**src/rtl/jbec_pkg.sv**
```systemverilog
package jbec_pkg;

    localparam int COEF_W   = 11;
    localparam int VAL_W    = 12;
    localparam int IDX_W    = 8;
    localparam int CODE_W   = 16;
    localparam int LEN_W    = 5;
    localparam int CAT_W    = 4;
    localparam int POS_W    = 6;
    localparam int DC_AW    = 4;
    localparam int DC_DEPTH = 16;
    localparam int AC_DEPTH = 256;
    localparam int ENTRY_W  = LEN_W + CODE_W;

    localparam logic [1:0] MODE_COEF    = 2'd0;
    localparam logic [1:0] MODE_LOAD_DC = 2'd1;
    localparam logic [1:0] MODE_LOAD_AC = 2'd2;

    localparam logic [IDX_W-1:0] SYM_ZRL = 8'hF0;
    localparam logic [IDX_W-1:0] SYM_EOB = 8'h00;

    localparam logic [POS_W-1:0] RUN_LIMIT = 6'd15;
    localparam logic [POS_W-1:0] RUN_STEP  = 6'd16;
    localparam logic [LEN_W-1:0] LEN_MAX   = 5'd16;

    localparam logic ALU_ADD = 1'b0;
    localparam logic ALU_SUB = 1'b1;

    typedef struct packed {
        logic [LEN_W-1:0]  length;
        logic [CODE_W-1:0] code;
    } code_entry_t;

endpackage

```
**src/rtl/jbec_alu.sv**
```systemverilog
module jbec_alu (
    input  logic                               op,
    input  logic signed [jbec_pkg::VAL_W-1:0]  a,
    input  logic signed [jbec_pkg::VAL_W-1:0]  b,
    output logic signed [jbec_pkg::VAL_W-1:0]  sum,
    output logic        [jbec_pkg::CAT_W-1:0]  cat
);
    import jbec_pkg::*;

    always_comb begin
        if (op == ALU_SUB) begin
            sum = a - b;
        end else begin
            sum = a + b;
        end
    end

    // bit length of a non-negative result, used as the size category
    always_comb begin
        cat = '0;
        for (int i = 0; i < VAL_W - 1; i++) begin
            if (sum[i]) begin
                cat = CAT_W'(i + 1);
            end
        end
    end

endmodule

```
**config.mk**
```make
export PLATFORM = sky130hd
export DESIGN_NAME = jbec_alu
export DESIGN_NICKNAME = d
export VERILOG_FILES = /design/src/rtl/jbec_pkg.sv /design/src/rtl/jbec_alu.sv
export SDC_FILE = /design/constraint.sdc
export NUM_CORES = 1
export LEC_CHECK = 0
export ABC_AREA = 1
export BUFFER_PORTS_ARGS = -buffer_cell sky130_fd_sc_hd__clkbuf_2
export CORE_ASPECT_RATIO = 1.75
export CORE_MARGIN = 2
export CORE_UTILIZATION = 34
export DETAILED_ROUTE_END_ITERATION = 6
export GPL_TIMING_DRIVEN = 0
export MAX_ROUTING_LAYER = met4
export PLACE_DENSITY = 0.67
export REMOVE_ABC_BUFFERS = 1
export SYNTH_ARGS = -nofsm -noshare
export SYNTH_HDL_FRONTEND = slang
export SYNTH_SLANG_ARGS = --single-unit
```
**constraint.sdc**
```tcl
create_clock -name vclk -period 1.96
set_input_delay 0 -clock vclk [all_inputs]
set_output_delay 0 -clock vclk [all_outputs]
set_load 0.03 [all_outputs]
```
==> results <==
- The run finished, with violations left.
- The checks that failed: negative setup slack.
- The number of placement rows is 26.
- The required time of the worst setup path is around 2000 ps.
- The max-slew violation count is 0.
- The detail-routed via count per cell is roughly 4.8.
- By startpoint and endpoint, the worst setup path is classified as input port to output port.
- The initial antenna violation count was 0.
- Of the post-synthesis cell area, the dominant cell type holds 0.188.
- The count of sequential standard cells is 0.
- The footprint of the flip-flops and latches is 0 sq um.
- The number of antenna repair diodes is 0.
- Before CTS, the worst setup slack after placement is -470 ps.
- The wire length of the first global-routing pass is about 4400 um.
- Counting tap cells, the placed design contains a total of roughly 260 instances.
- The first-pass iteration count of the detailed router is 4.
- In the routed design, unresolved DRC markers number 0.
- The number of DRC violations after detailed-routing iteration 0 is 24.
- The pin count of the biggest net entering global routing is 10.
- The maximum frequency from static timing analysis is approximately 0.47 GHz.
- The final layout contains about 280 nets.
- The number of buffers inserted by port buffering is 41.
- Yosys printed 0 warnings.
- The core utilization of the finished layout is 0.572.
- The number of global-route vias before repair is roughly 1100.
- Setup repair after global routing could not meet its margin everywhere.
- The number of maximum-capacitance constraint violations is 0.
- The internal power of the cells totals between 300 and 400 uW.
- Adding up every negative setup slack in the final design gives -702 ps.
- The final weighted congestion in routability-driven placement is between 0.9 and 1.
- The remaining number of nets flagged by the antenna check after routing is 0.
- The share of layout cells above drive strength 1 is 0.453.
- For this block, the routed nets add up to 2980 um of wire.
- The total die area is approximately 0.0035 sq mm.
- Excluding fillers, the count of instances in the completed layout stands at between 200 and 300.
- The average wire per cell in the routed design is between 10 and 15 um.
- The cell taking the most area after synthesis is nand2_1.
- By area the synthesized netlist is led by nand2_1, inv_1, ha_1, nand3_1, xor2_1.
- Dividing total power by cell area gives a power density of 607 mW/mm^2.
- The design area is around 0.0017 sq mm.
- The synthesized area is a little over 0.001 sq mm.
- At the pin with the least slew margin, the transition time is between 200 and 250 ps.
- Headroom to the max-slew limit came out at 0.838.
- Of the available clock period, the critical path in the final layout requires 1.09.
- In the synthesized netlist, the number of instances is slightly below 200.
- The final count of negative-setup-slack endpoints is 7.
- Of all nets on the critical path, the largest fanout is 4.
- The area overhead of the layout relative to synthesis is 62.9%.
- The analysis attributes to cell leakage a power of 0.920 nW.
- The worst-case setup margin in the final layout is -174 ps.
- The core region is 0.00290 sq mm.
- The total global-route track usage is 0.162.
- The library cells used most frequently in the layout, excluding fill and tap cells, are nand2_1, inv_1, clkbuf_2.
- The wire-length estimate of the detail-placed layout is 2250 um.
- The leading cell type in the layout, fill and taps excluded is nand2_1.
- The number of hold violations in the final report is 0.
- The count of unique library cells instantiated by Yosys is 25.
- For this design the total switching power over the nets is between 600 and 700 uW.
- The number of filler cells placed in the layout is 279.
- The worst path in the final design needs a cycle of between 2000 and 2500 ps, including I/O delays and setup.
- The initial core utilization is 0.351.
- The total overflow left after global routing is 0.
- Summing over every cut layer, the via total after detailed routing is around 1300.
- The die is between 40 and 50 um wide.
- The switching portion of total power is 0.605.
- The mean area per synthesized cell is between 5 and 6 sq um.
- The worst hold-check path type is input port to output port.
- The I/O pin count is 41.
- The relative contribution of combinational cells to total power is 1.000.
- From bottom edge to top edge, the die measures 76.4 um.
- The clock buffer instance count of the final layout is 0.
- The worst path arrival time is around 2100 ps.
- Of the synthesized area, sequential elements account for 0.
- The clock share of power is 0.
- The worst setup path is launched from an input port.
- The maximum ir drop on the vdd rail is 0.000436 V.
- The relative contribution of sequential cells to total power is 0.
- Summing all placed instances gives a cell area of between 0.001 and 0.0015 sq mm.
- The worst setup path is captured at an output port.
## Yosys cell counts, drive strengths merged
cell type,number
o31ai,1
fa,1
nand4,2
nor3,3
xnor2,2
xor2,10
ha,12
inv,48
clkbuf,1
a21oi,9
nand2,55
nand3,21
a31oi,1
nand3b,1
nor2,16
or2,1
o21ai,8
o21bai,1
## cell families after synthesis
family | count (synthesis) | share of synthesized area
AOI/OAI and AO/OA | 20 | 0.108
xor gates and xnor gates | 12 | 0.103
adders and majority gates | 13 | 0.167
buffers and inverters | 49 | 0.181
and+or+nand+nor | 99 | 0.440
## timing repair
action | 4_1_cts | 5_1_grt
hold endpoints to repair | 0 | 0
pin swaps | 26 | 27
resized for setup | 47 | 43
hold buffers | 0 | 0
buffers inserted | 6 | 4
gates cloned | 0 | 0
setup endpoints to repair | 9 | 10
## worst max-delay path, cell delays in order
cell	delay (ps)
buf_8	100
inv_6	50
ha_4	130
nand4_1	130
o31ai_2	250
xor2_1	170
inv_1	80
ha_4	240
nand2_4	90
inv_1	50
a21oi_2	150
nand4_1	180
nand2_4	160
nand3_2	80
nor2_2	90
clkbuf_8	160
## through the flow
| step | total power [mW] | hold slack, ps |
|---|---|---|
| after floorplan | 0.571 | 230 |
| after global placement | 0.750 | 455 |
| after detailed placement | 0.754 | 457 |
| after CTS | 0.896 | 505 |
| after global routing | 1.10 | 536 |
| final | 1.01 | 490 |
## power by group through the flow
stage / registers [mW] / logic, mW / clock network, mW
2_1_floorplan: 0 / 0.571 / 0
3_3_place_gp: 0 / 0.750 / 0
3_5_place_dp: 0 / 0.754 / 0
4_1_cts: 0 / 0.896 / 0
5_1_grt: 0 / 1.10 / 0
6_report: 0 / 1.01 / 0
## metal layers
layer | GRT usage | routed length (um)
met5 | - | 0
met4 | 0.0294 | 21
met3 | 0 | 62
met2 | 0.313 | 1800
met1 | 0.173 | 1100
## area by class of cell
class	count	area [sq um]	share of cell area
Inverter	48	190	0.115
Multi-Input combinational cell	144	1080	0.653
Tap cell	28	35.0	0.0211
Timing Repair Buffer	51	349	0.211
## worst paths after layout
path              start      to  slack [ps]  cells past startpoint
hold / removal     a[0]  sum[0]         490                      5
setup / recovery   b[0]  cat[2]        -170                     16
(Power assumes the default switching activity.)
